### config.mk
export PLATFORM = sky130hd
export DESIGN_NAME = msgpack_scalar_encoder_top
export DESIGN_NICKNAME = d
export VERILOG_FILES = /design/src/design/mpse_pkg.sv /design/src/design/mpse_front.sv /design/src/design/mpse_queue.sv /design/src/design/mpse_back.sv /design/src/design/msgpack_scalar_encoder_top.sv
export SDC_FILE = /design/constraint.sdc
export NUM_CORES = 1
export LEC_CHECK = 0
export ABC_CLOCK_PERIOD_IN_PS = 6260
export BUFFER_PORTS_ARGS = -buffer_cell sky130_fd_sc_hd__buf_2
export CORE_MARGIN = 4
export CORE_UTILIZATION = 60
export CTS_CLUSTER_SIZE = 28
export DETAILED_ROUTE_END_ITERATION = 7
export PLACE_DENSITY = 0.85
export SKIP_CTS_REPAIR_TIMING = 1
export SYNTH_ARGS = -nofsm -noshare
export SYNTH_HDL_FRONTEND = slang
export SYNTH_HIERARCHICAL = 1
export SYNTH_SLANG_ARGS = --single-unit
### constraint.sdc
create_clock -name clk_i -period 6.26 [get_ports clk_i]
set_input_delay 0.626 -clock clk_i [delete_from_list [all_inputs] [get_ports clk_i]]
set_output_delay 0.626 -clock clk_i [all_outputs]
set_load 0.03 [all_outputs]
### src/design/mpse_pkg.sv
// Package for the MessagePack scalar encoder.
// Holds request codes, format prefix bytes and the command word type.
// No dependencies.
package mpse_pkg;

  typedef enum logic [1:0] {
    REQ_INT   = 2'd0,
    REQ_F32   = 2'd1,
    REQ_F64   = 2'd2,
    REQ_ARRAY = 2'd3
  } req_e;

  localparam logic [7:0] PfxFixArray = 8'h90;
  localparam logic [7:0] PfxArray16  = 8'hdc;
  localparam logic [7:0] PfxArray32  = 8'hdd;
  localparam logic [7:0] PfxFloat32  = 8'hca;
  localparam logic [7:0] PfxFloat64  = 8'hcb;
  localparam logic [7:0] PfxUint8    = 8'hcc;
  localparam logic [7:0] PfxUint16   = 8'hcd;
  localparam logic [7:0] PfxUint32   = 8'hce;
  localparam logic [7:0] PfxUint64   = 8'hcf;
  localparam logic [7:0] PfxInt8     = 8'hd0;
  localparam logic [7:0] PfxInt16    = 8'hd1;
  localparam logic [7:0] PfxInt32    = 8'hd2;
  localparam logic [7:0] PfxInt64    = 8'hd3;

  localparam int unsigned QueueDepthDefault = 2;

  // one classified item: header byte, then nbytes of data taken from data[63:56] on
  typedef struct packed {
    logic [7:0]  hdr;
    logic [3:0]  nbytes;
    logic        err;
    logic [63:0] data;
  } cmd_t;

endpackage

### src/design/mpse_front.sv
// Front end: accepts an item and classifies it into a command word.
// Depends on mpse_pkg.
module mpse_front import mpse_pkg::*; (
  input  logic        in_valid_i,
  output logic        in_stall_o,
  input  logic [1:0]  req_type_i,
  input  logic [63:0] value_i,
  input  logic        q_full_i,
  output logic        push_o,
  output cmd_t        cmd_o
);

  logic [63:0] u;
  logic [7:0]  hdr;
  logic [3:0]  nb;
  logic        err;

  assign u          = value_i;
  assign in_stall_o = q_full_i;
  assign push_o     = in_valid_i && !q_full_i;

  always_comb begin
    hdr = u[7:0];
    nb  = 4'd0;
    err = 1'b0;
    case (req_e'(req_type_i))
      REQ_INT: begin
        if (!u[63]) begin
          if (u[63:7] == '0) begin
            hdr = u[7:0];     nb = 4'd0;
          end else if (u[63:8] == '0) begin
            hdr = PfxUint8;   nb = 4'd1;
          end else if (u[63:16] == '0) begin
            hdr = PfxUint16;  nb = 4'd2;
          end else if (u[63:32] == '0) begin
            hdr = PfxUint32;  nb = 4'd4;
          end else begin
            hdr = PfxUint64;  nb = 4'd8;
          end
        end else begin
          if (&u[63:5]) begin
            hdr = u[7:0];     nb = 4'd0;
          end else if (&u[63:7]) begin
            hdr = PfxInt8;    nb = 4'd1;
          end else if (&u[63:15]) begin
            hdr = PfxInt16;   nb = 4'd2;
          end else if (&u[63:31]) begin
            hdr = PfxInt32;   nb = 4'd4;
          end else begin
            hdr = PfxInt64;   nb = 4'd8;
          end
        end
      end
      REQ_F32: begin
        hdr = PfxFloat32; nb = 4'd4;
      end
      REQ_F64: begin
        hdr = PfxFloat64; nb = 4'd8;
      end
      REQ_ARRAY: begin
        if (u[63:4] == '0) begin
          hdr = PfxFixArray | {4'd0, u[3:0]}; nb = 4'd0;
        end else if (u[63:16] == '0) begin
          hdr = PfxArray16; nb = 4'd2;
        end else if (u[63:32] == '0) begin
          hdr = PfxArray32; nb = 4'd4;
        end else begin
          hdr = 8'd0; nb = 4'd0; err = 1'b1;
        end
      end
      default: begin
        hdr = 8'd0; nb = 4'd0;
      end
    endcase
  end

  // left-align the data bytes so the back end always sends the top byte
  always_comb begin
    cmd_o.hdr    = hdr;
    cmd_o.nbytes = nb;
    cmd_o.err    = err;
    case (nb)
      4'd1:    cmd_o.data = {u[7:0], 56'd0};
      4'd2:    cmd_o.data = {u[15:0], 48'd0};
      4'd4:    cmd_o.data = {u[31:0], 32'd0};
      default: cmd_o.data = u;
    endcase
  end

endmodule

### src/design/mpse_queue.sv
// Command queue between front and back ends (power-of-two depth, >= 2).
// Depends on mpse_pkg.
module mpse_queue import mpse_pkg::*; #(
  parameter int unsigned Depth = QueueDepthDefault
) (
  input  logic clk_i,
  input  logic rst_ni,
  input  logic push_i,
  input  cmd_t cmd_i,
  output logic full_o,
  input  logic pop_i,
  output logic empty_o,
  output cmd_t cmd_o
);

  localparam int unsigned PtrW = (Depth > 1) ? $clog2(Depth) : 1;
  localparam int unsigned CntW = $clog2(Depth + 1);

  cmd_t            mem_q [Depth];
  logic [PtrW-1:0] wr_ptr_q, wr_ptr_d;
  logic [PtrW-1:0] rd_ptr_q, rd_ptr_d;
  logic [CntW-1:0] cnt_q, cnt_d;

  assign full_o  = (cnt_q == CntW'(Depth));
  assign empty_o = (cnt_q == '0);
  assign cmd_o   = mem_q[rd_ptr_q];

  always_comb begin
    wr_ptr_d = wr_ptr_q;
    rd_ptr_d = rd_ptr_q;
    cnt_d    = cnt_q;
    if (push_i) begin
      wr_ptr_d = wr_ptr_q + PtrW'(1);
    end
    if (pop_i) begin
      rd_ptr_d = rd_ptr_q + PtrW'(1);
    end
    if (push_i && !pop_i) begin
      cnt_d = cnt_q + CntW'(1);
    end else if (pop_i && !push_i) begin
      cnt_d = cnt_q - CntW'(1);
    end
  end

  always_ff @(posedge clk_i or negedge rst_ni) begin
    if (!rst_ni) begin
      wr_ptr_q <= '0;
      rd_ptr_q <= '0;
      cnt_q    <= '0;
    end else begin
      wr_ptr_q <= wr_ptr_d;
      rd_ptr_q <= rd_ptr_d;
      cnt_q    <= cnt_d;
    end
  end

  always_ff @(posedge clk_i) begin
    if (push_i) begin
      mem_q[wr_ptr_q] <= cmd_i;
    end
  end

endmodule

### src/design/mpse_back.sv
// Back end: pops command words and sends them a byte at a time.
// Depends on mpse_pkg.
module mpse_back import mpse_pkg::*; (
  input  logic       clk_i,
  input  logic       rst_ni,
  input  logic       q_empty_i,
  input  cmd_t       cmd_i,
  output logic       pop_o,
  output logic       out_valid_o,
  input  logic       out_stall_i,
  output logic [7:0] out_byte_o,
  output logic       last_o,
  output logic       error_o
);

  logic        ov_q, ov_d;
  logic [7:0]  byte_q, byte_d;
  logic        last_q, last_d;
  logic        err_q, err_d;
  logic [63:0] data_q, data_d;
  logic [3:0]  rem_q, rem_d;
  logic        out_free;

  assign out_free = !ov_q || !out_stall_i;
  assign pop_o    = out_free && (rem_q == '0) && !q_empty_i;

  always_comb begin
    ov_d   = ov_q;
    byte_d = byte_q;
    last_d = last_q;
    err_d  = err_q;
    data_d = data_q;
    rem_d  = rem_q;
    if (out_free) begin
      ov_d = 1'b0;
      if (rem_q != '0) begin
        ov_d   = 1'b1;
        byte_d = data_q[63:56];
        last_d = (rem_q == 4'd1);
        err_d  = 1'b0;
        data_d = {data_q[55:0], 8'd0};
        rem_d  = rem_q - 4'd1;
      end else if (!q_empty_i) begin
        ov_d   = 1'b1;
        byte_d = cmd_i.hdr;
        last_d = (cmd_i.nbytes == '0);
        err_d  = cmd_i.err;
        data_d = cmd_i.data;
        rem_d  = cmd_i.nbytes;
      end
    end
  end

  always_ff @(posedge clk_i or negedge rst_ni) begin
    if (!rst_ni) begin
      ov_q  <= 1'b0;
      rem_q <= '0;
    end else begin
      ov_q  <= ov_d;
      rem_q <= rem_d;
    end
  end

  always_ff @(posedge clk_i) begin
    byte_q <= byte_d;
    last_q <= last_d;
    err_q  <= err_d;
    data_q <= data_d;
  end

  assign out_valid_o = ov_q;
  assign out_byte_o  = byte_q;
  assign last_o      = last_q;
  assign error_o     = err_q;

endmodule

### src/design/msgpack_scalar_encoder_top.sv
// MessagePack scalar encoder, top level: front end, command queue, back end.
// Depends on mpse_pkg, mpse_front, mpse_queue, mpse_back.
// The first byte of an item passes through the command queue, then the back end's
// output register. Each item leaves as a header byte and n data bytes (n = 0 to 8,
//   by its form), in turn; the next item is popped once its last byte is taken.
// Reset (async, active low) empties the queue and drops any output in flight.
module msgpack_scalar_encoder_top import mpse_pkg::*; #(
  parameter int unsigned QueueDepth = QueueDepthDefault
) (
  input  logic        clk_i,
  input  logic        rst_ni,
  input  logic        in_valid_i,
  output logic        in_stall_o,
  input  logic [1:0]  req_type_i,
  input  logic signed [63:0] value_i,
  output logic        out_valid_o,
  input  logic        out_stall_i,
  output logic [7:0]  out_byte_o,
  output logic        last_o,
  output logic        error_o
);

  logic push, full, pop, empty;
  cmd_t cmd_in, cmd_out;

  mpse_front u_front (
    .in_valid_i (in_valid_i),
    .in_stall_o (in_stall_o),
    .req_type_i (req_type_i),
    .value_i    (value_i),
    .q_full_i   (full),
    .push_o     (push),
    .cmd_o      (cmd_in)
  );

  mpse_queue #(
    .Depth (QueueDepth)
  ) u_queue (
    .clk_i   (clk_i),
    .rst_ni  (rst_ni),
    .push_i  (push),
    .cmd_i   (cmd_in),
    .full_o  (full),
    .pop_i   (pop),
    .empty_o (empty),
    .cmd_o   (cmd_out)
  );

  mpse_back u_back (
    .clk_i       (clk_i),
    .rst_ni      (rst_ni),
    .q_empty_i   (empty),
    .cmd_i       (cmd_out),
    .pop_o       (pop),
    .out_valid_o (out_valid_o),
    .out_stall_i (out_stall_i),
    .out_byte_o  (out_byte_o),
    .last_o      (last_o),
    .error_o     (error_o)
  );

endmodule

==> results of run 1 <==
-- layout by cell type (no fill, tap or decap), drive strengths merged, types with 3 or more instances in the layout --
cell type and n:
a21o 9, a21oi 10, a221o 7, a22o 27, a31oi 5, and2 42, buf 88, clkbuf 32
clkinv 10, dfrtp 9, edfxtp 228, ha 3, inv 8, mux2 147, nand2 14, nand3 7
nand4 13, nor2 17, nor2b 5, nor3 11, nor4 19, o21a 5, o21ai 6, o41ai 3
or2 3, or3 3, or4 5, xor2 4
-- how the worst min path moves through the flow --
stage,startpoint,end,slack (ns),cells past startpoint
after floorplan,rst_ni,u_back/out_valid_o,0.33,0
after global placement,u_queue/cnt_q[1],u_queue/cnt_q[1],0.47,1
after detailed placement,rst_ni,u_queue/cnt_q[0],0.49,1
after CTS,rst_ni,u_queue/cnt_q[0],-0.05,1
after global routing,value_i[52],u_queue/mem_q[1][52],0.44,2
final,value_i[55],u_queue/mem_q[1][55],0.43,2
-- cell families (layout without fill, tap and decap cells) --
logic type,count (synthesis),after routing
DFF,237,237
muxes,148,148
and+or+nand+nor,147,147
AOI/OAI and AO/OA,87,87
buffers and inverters,44,140
xor gates and xnor gates,5,5
adders and majority gates,3,3
-- power groups by stage --
stage	Clock, mW	Sequential [mW]	Combinational, mW
after global routing	1.43	2.46	1.28
final	1.34	2.43	1.20
after detailed placement	0	2.45	1.20
after global placement	0	2.43	1.16
after CTS	1.36	2.43	1.21
after floorplan	0	2.42	0.942
-- sequential cells by signal, summed over array words and instances (netlist names), 2 cells and up --
register / cells
u_queue/mem_q: 154
u_back/data_q: 64
u_back/out_byte_o: 8
u_back/rem_q: 4
u_queue/cnt_q: 2
-- final cells by class --
type                    count  share of cell area
well taps                 225              0.0234
clock inverters            11             0.00635
multi-input cells         390               0.285
flip-flops and latches    237               0.589
inverters                   8             0.00250
clock buffers              32              0.0543
repair buffers             89              0.0390
-- per-layer routing --
| metal | GRT usage | vias up | part of all wire |
|---|---|---|---|
| met2 | 0.393 | 343 | 0.47 |
| met1 | 0.355 | 3201 | 0.40 |
| met4 | 0.0990 | 0 | 0.039 |
| met3 | 0.0558 | 83 | 0.088 |
| met5 | 0 | - | 0 |
| li1 | - | 2821 | - |
-- metrics by stage --
stage | cell area [sq um] | total power, mW
after CTS | 12000 | 4.99
after floorplan | 10800 | 3.36
after global placement | 11300 | 3.59
final | 12000 | 4.97
after global routing | 12000 | 5.18
after detailed placement | 11300 | 3.65
-- critical path, delay by kind of cell --
| kind | cells | cell delay, ns |
|---|---|---|
| compound gates | 2 | 0.78 |
| buf+inv | 2 | 0.45 |
| simple gates | 5 | 1.69 |
==> run summary, run 1 <==
Most frequent cell after synthesis - edfxtp_1
Crit path to - u_queue/mem_q[0][59]
Reg power frac - 0.488
Total GRT Usage - 0.253
Max cap viols - 0
R2R Setup Slk - 3.20 ns
Crit path max fanout - 54
Synth area leader - edfxtp_1
Synth Area in Simple Gates - 0.0820
Initial DRT Pass Iterations - 6
Worst Slack Setup Final - 2.95 ns
Min Tclk post-route - 3.31 ns
Slew Limit Fails - 0
Gpl congestion - 0.912
Setup_tns - 0 ns
Top-Level Pins - 82
Crit path DAT - 3.58 ns
Clk Latency, worst-skew pair - 0.52 ns
Switch share - 0.277
GR Overflow Total - 0
Post-Syn Area - 10800 sq um
Synth Net Count - 744
Reg2reg start - u_back/rem_q[0]
Leak - 4.31 nW
Internal - 3.59 mW
Crit-path slowest cell - or4_4
Iter 0 DRT Violations - 702
Post-layout utilization of the core - 0.690
CP cell instances - buf_2, nor4_1, nand2_1, or4_4, o31a_1, nor2_8, nor2_4, buf_4, a221o_1
Ant. Diodes - 0
Crit path launch type - primary input
RSZ-0062 raised after global routing - false
Main combinational cell family by area after synthesis - multiplexers
Crit path kind - primary input to flip-flop
Endpoints failing setup - 0
Core region area - 17400 sq um
Via Count - 6448
Vias/cell - 6.50
Top post-synthesis cells by area - edfxtp_1 (64%), mux2_2 (13%), mux2_4 (3.3%)
Initial antenna violation count - 0
Sequential fraction of the synthesis area - 0.657
IO Port Bufs - 81
Final Hold Viols - 0
CTS tree - yes
Non-Filler Instances - 992
Worst min-delay path class - primary input to flip-flop
Prevailing post-synth register cell - edfxtp_1
First-pass GRT wire length - 38800 um
Post-synthesis instance total - 671
Min Hold Slack - 0.431 ns
Final Cycle Share - 0.529
Outcome - finished clean
HPWL Detailed - 16700 um
Post-Route WL - 25500 um
CP endpoint kind - flip-flop
Multi-input logic area - 3430 sq um
R2R Path End - u_queue/cnt_q[1]
Clock Power Share - 0.270
Switch Pwr - 1.38 mW
Xor and xnor fraction of the mapped netlist area - 0.00407
Max stage delay on crit path - 0.63 ns
Clock Tree Buf Depth - 3
Share of layout cells above drive strength 1 - 0.365
CTS H-tree depth - 1
P&R area growth vs syn - 11.5%
Power density cells - 414 nW/um^2
Combinational cell fraction of total power - 0.242
Post-DRT Antenna Nets - 0
Final #Nets - 823
Setup WS pre-CTS - 2.45 ns
Vias in the first global route - 6644
FILL cells - 1177
Largest net degree at the start of global routing - 80
Adder-cell share of the synthesized area - 0.00349
Critical path origin - value_i[52]
Synth Area in Compound Gates - 0.0632
Die Wd - 142 um
Clk slew on worst S/H paths - 0.06 ns
Die ar. - 20200 sq um
Clock Sink Count - 237
Num rows - 48
Slew HR - 0.207
YS warnings - 6
Yosys cell types - 56
Wire per inst - 25.7 um
Root buffer cell - clkbuf_16
Seq cells post-synth - 237
Worst vdd ir - 0.446 mV
Top cells by count, synth - edfxtp_1 (228), mux2_2 (123), and2_1 (42)
Placed Cells - 948
Syn Area/Cell - 16.1 sq um
Area fraction of the dominant cell type after synthesis - 0.636
Clk_skew - 0.0108 ns
Initial core utilization - 0.618
Die height - 142 um
Number of synthesized flops with an enable pin - 228
Mux cell area share after synthesis - 0.163
Post-synthesis async set-or-reset flop share - 0.0380
Storage cell area - 7080 sq um
DRC violation count after routing - 0
Least-Margin Pin Slew - 1.19 ns
CTS buffer count - 24
F_max - 302 MHz
Reg2Reg Depth - 10
Req. time, crit path - 6.53 ns
No activity file was read; power rests on OpenSTA's default activity.
==> run 2, diff against run 1 <==
ABC_CLOCK_PERIOD_IN_PS = 2800   (was 6260)
CORE_UTILIZATION = 54   (was 60)
PLACE_DENSITY = 0.81   (was 0.85)
clock period = 2.8 ns   (was 6.26 ns; I/O delays follow)
==> run 2 against run 1 <==
  * Wire length rose by 1.6%
  * Final cell count rose by 7.7%
  * Combinational power is 130% higher
  * Clock skew up 0.00071 ns
  * Worst hold slack got worse by 0.32 ns
  * First-iteration DRC count fell by 12%
  * Via count increased by 2.4%
  * Global-route usage fell by 2.2 points
  * Sequential power grew 120%
  * Largest cell class unchanged
  * Highest routed layer unchanged
==> run summary, run 2 (same netlist as run 1, synthesis figures left out) <==
Final Cell Area - 12500 sq um
Crit path kind - flip-flop to flip-flop
Total GRT Usage - 0.231
First-pass GRT wire length - 39100 um
RSZ-0062 raised after global routing - false
Setup_tns - 0 ns
Share of layout cells above drive strength 1 - 0.397
Crit path launch type - flip-flop
Initial DRT Pass Iterations - 8
Largest net degree at the start of global routing - 78
Worst vdd ir - 0.806 mV
Max cap viols - 0
CP cell instances - inv_1, ha_1, nor3b_4, buf_12, a21oi_4, buf_4, o221a_2
Core region area - 19500 sq um
CTS buffer count - 25
F_max - 432 MHz
CTS tree - yes
Clock Tree Buf Depth - 3
Slew Limit Fails - 0
Slew HR - 0.618
Gpl congestion - 0.997
Clk slew on worst S/H paths - 0.06 ns
Most common cell after layout, fill and taps aside - edfxtp_1
Placed Cells - 1022
Leak - 4.54 nW
Ant. Diodes - 0
Iter 0 DRT Violations - 615
Largest register FFs - 154
Min Tclk post-route - 2.31 ns
Non-Filler Instances - 1068
Min Hold Slack - 0.109 ns
R2R Setup Slk - 0.49 ns
Via Count - 6603
Post-Route WL - 25900 um
Crit path max fanout - 50
Reg2Reg Depth - 7
Reg2reg start - u_back/rem_q[0]
Hold Crit Depth - 3
Clk_skew - 0.0115 ns
Die height - 149 um
Commonest cells after routing, fill and taps aside - edfxtp_1 (228), mux2_2 (123), buf_2 (81)
Crit-path slowest cell - dfrtp_1
Top reg by flops - u_queue/mem_q
Root buffer cell - clkbuf_16
Die ar. - 22300 sq um
Least-Margin Pin Slew - 0.573 ns
Final #Nets - 858
CTS H-tree depth - 1
IO Port Bufs - 81
CP endpoint kind - flip-flop
Vias in the first global route - 6763
FILL cells - 1407
GR Overflow Total - 0
Clock Sink Count - 237
Post-DRT Antenna Nets - 0
Initial antenna violation count - 0
Die Wd - 149 um
Clk Latency, worst-skew pair - 0.51 ns
Wire per inst - 24.3 um
Initial core utilization - 0.552
Req. time, crit path - 3.20 ns
R2R Path End - u_back/rem_q[1]
Endpoints failing setup - 0
Max stage delay on crit path - 0.45 ns
Crit path DAT - 2.71 ns
Placed Area - 11700 sq um
Hold Startpoint - out_stall_i
Worst min-delay path class - primary input to flip-flop
DRC violation count after routing - 0
P&R area growth vs syn - 16.0%
Power density cells - 916 nW/um^2
HPWL Detailed - 17600 um
Num rows - 51
Final Hold Viols - 0
Final Cycle Share - 0.826
Top-Level Pins - 82
Vias/cell - 6.18
Outcome - finished clean
Hold EP - u_back/out_valid_o
-- run 2: how the worst max path moves through the flow --
stage,from,cells after the start,slack (ns),to
2_1_floorplan,u_back/rem_q[0],6,0.06,u_back/rem_q[1]
3_3_place_gp,value_i[33],9,0.1,u_queue/mem_q[0][60]
3_5_place_dp,value_i[58],9,0.05,u_queue/mem_q[0][40]
4_1_cts,u_back/rem_q[0],7,0.46,u_back/rem_q[1]
5_1_grt,u_back/rem_q[0],7,0.34,u_back/rem_q[1]
6_report,u_back/rem_q[0],7,0.49,u_back/rem_q[1]
-- run 2: power breakdown --
part | internal [mW] | switching (mW)
clock network | 1.91 | 1.32
registers | 5.03 | 0.417
logic | 1.36 | 1.41
-- run 2: cell type report --
cell class / count / area (sq um) / area share
clock inverters: 17 / 164 / 0.0131
multi-input cells: 390 / 3430 / 0.274
well taps: 265 / 332 / 0.0265
inverters: 8 / 30.0 / 0.00240
flip-flops and latches: 237 / 7080 / 0.567
repair buffers: 123 / 823 / 0.0659
clock buffers: 28 / 637 / 0.0510
-- run 2: per-stage QoR --
step / power (mW) / setup slack, ns / utilization
global placement: 8.14 / 0.0971 / 0.598
floorplan: 7.48 / 0.0606 / -
CTS: 11.5 / 0.464 / 0.639
finish: 11.4 / 0.486 / 0.640
detailed placement: 8.27 / 0.0492 / 0.598
global route: 11.9 / 0.344 / 0.640
-- run 2: critical path, delay by kind of cell, from the launching register on --
family | cells | cell delay (ns)
buffers and inverters | 3 | 0.69
AOI/OAI and AO/OA | 2 | 0.42
and+or+nand+nor | 1 | 0.36
adders and majority gates | 1 | 0.26
DFF | 1 | 0.45
-- run 2: per-layer routing --
| metal | share of wire | track usage | vias up |
|---|---|---|---|
| met5 | 0 | 0 | - |
| met4 | 0.033 | 0.0810 | 0 |
| met3 | 0.084 | 0.0404 | 66 |
| met2 | 0.48 | 0.366 | 342 |
| met1 | 0.41 | 0.326 | 3302 |
| li1 | - | - | 2893 |
==> run 3, diff against run 2 <==
ABC_CLOCK_PERIOD_IN_PS = 1900   (was 2800)
clock period = 1.9 ns   (was 2.8 ns; I/O delays follow)
==> run 3 against run 2 <==
  * The flow now finishes with violations (setup timing)
  * Final cell count increased by 13%
  * Critical path depth increased by 2
  * First-iteration DRC count is 10% lower
  * Via count is 8.7% higher
  * Combinational power grew 92%
  * Worst hold slack got worse by 0.094 ns
  * Clock skew increased by 0.0052 ns
==> run summary, run 3 (same netlist as run 1, synthesis figures left out) <==
Die Wd - 149 um
CTS H-tree depth - 1
Iter 0 DRT Violations - 553
Clock Tree Buf Depth - 3
Worst vdd ir - 0.878 mV
RSZ-0062 raised after global routing - true
Most common cell after layout, fill and taps aside - edfxtp_1
Final Hold Viols - 0
Clk slew on worst S/H paths - 0.06 ns
CTS buffer count - 24
Hold EP - u_back/out_valid_o
Clock Power Share - 0.268
Switch share - 0.275
Share of layout cells above drive strength 1 - 0.557
Core region area - 19500 sq um
Initial antenna violation count - 0
Post-Route WL - 28900 um
Clk_skew - 0.0167 ns
Reg2reg start - u_back/rem_q[0]
Internal - 13.1 mW
Final Cycle Share - 1.13
Hold Startpoint - out_stall_i
Root buffer cell - clkbuf_16
IO Port Bufs - 81
Slew Limit Fails - 0
Storage cell area - 7080 sq um
Max cap viols - 0
Switch Pwr - 4.98 mW
Hold Crit Depth - 3
Setup WS pre-CTS - -0.843 ns
Endpoints failing setup - 129
DRC violation count after routing - 0
FILL cells - 1203
Req. time, crit path - 2.15 ns
Die ar. - 22300 sq um
Least-Margin Pin Slew - 0.459 ns
CP endpoint kind - flip-flop
Placed Area - 12800 sq um
Post-layout utilization of the core - 0.735
Initial DRT Pass Iterations - 5
Clk Latency, worst-skew pair - 0.52 ns
Non-Filler Instances - 1202
Reg power frac - 0.438
Power density cells - 1260 nW/um^2
Top reg by flops - u_queue/mem_q
R2R Setup Slk - 0 ns
Largest register FFs - 154
Largest net degree at the start of global routing - 49
Worst min-delay path class - primary input to flip-flop
Via Count - 7180
Vias/cell - 5.97
R2R Path End - u_back/data_q[31]
Clock Sink Count - 237
Leak - 5.54 nW
Crit path max fanout - 6
Final Cell Area - 14300 sq um
Top-Level Pins - 82
Commonest cells after routing, fill and taps aside - edfxtp_1 (228), buf_4 (137), mux2_2 (94)
Final #Nets - 992
Die height - 149 um
Crit path DAT - 2.39 ns
Gpl congestion - 0.941
GR Overflow Total - 0
Num rows - 51
CTS tree - yes
Failing checks - setup timing
Initial core utilization - 0.552
Outcome - finished, violations left
F_max - 467 MHz
Worst Slack Setup Final - -0.239 ns
Crit path kind - primary input to flip-flop
Post-DRT Antenna Nets - 0
Vias in the first global route - 7236
Ant. Diodes - 0
Combinational cell fraction of total power - 0.294
HPWL Detailed - 19900 um
Wire per inst - 24.0 um
Min Hold Slack - 0.0154 ns
Multi-input logic area - 3950 sq um
Crit path launch type - primary input
Total GRT Usage - 0.247
Slew HR - 0.694
P&R area growth vs syn - 33.2%
Placed Cells - 1138
First-pass GRT wire length - 41800 um
Min Tclk post-route - 2.14 ns
Reg2Reg Depth - 7
[run 3: cell types whose count changed in the layout (fill, tap and decap cells not counted), moves of 5 or more]
cell | before | now
buf_12 | 8 | 13
mux2_2 | 123 | 94
mux2_4 | 24 | 53
nor4_4 | 1 | 8
buf_8 | 0 | 5
and2_1 | 41 | 10
buf_4 | 33 | 137
buf_2 | 81 | 67
nor4_1 | 18 | 7
buf_6 | 0 | 29
and2_4 | 1 | 32
[run 3: critical path: stages]
cell and delay (ns):
buf_6 0.10, nor4_2 0.30, nand2_2 0.13, or4_4 0.58
o31a_1 0.38, nor2_8 0.20, nor2_4 0.12, buf_12 0.15
a22o_1 0.23
[run 3: worst max-delay path by stage]
stage / start / endpoint / cells after the start
floorplan: u_back/rem_q[0] / u_back/rem_q[1] / 6
global placement: value_i[9] / u_queue/mem_q[0][58] / 7
detailed placement: value_i[51] / u_queue/mem_q[0][49] / 9
CTS: value_i[51] / u_queue/mem_q[0][49] / 9
global route: value_i[57] / u_queue/mem_q[0][37] / 9
finish: value_i[57] / u_queue/mem_q[0][37] / 9
[run 3: metrics by stage]
step | power [mW] | TNS [ns]
CTS | 17.7 | -33.03
global placement | 12.6 | -105.07
detailed placement | 12.8 | -111.95
global route | 18.8 | -32.77
floorplan | 11.2 | -163.49
finish | 18.1 | -22.39
[run 3: area by class of cell]
cell class,count,share of cell area
multi-input combinational,392,0.275
clock buffer,26,0.0439
timing repair buffer,256,0.149
clock inverter,18,0.0131
sequential,237,0.493
tap,265,0.0231
inverter,8,0.00209
[run 3: power groups by stage]
stage	Combinational [mW]	Clock [mW]	Sequential, mW
finish	5.33	4.86	7.94
global route	5.62	5.17	8.04
CTS	4.84	4.94	7.93
detailed placement	4.80	0	8.02
global placement	4.63	0	7.96
floorplan	3.25	0	7.90
[run 3: metal layers]
layer / vias up / global-route usage / share of wire
met5: - / 0 / 0
met4: 0 / 0.0883 / 0.037
met3: 76 / 0.0407 / 0.067
met2: 331 / 0.420 / 0.50
met1: 3609 / 0.324 / 0.40
li1: 3164 / - / -
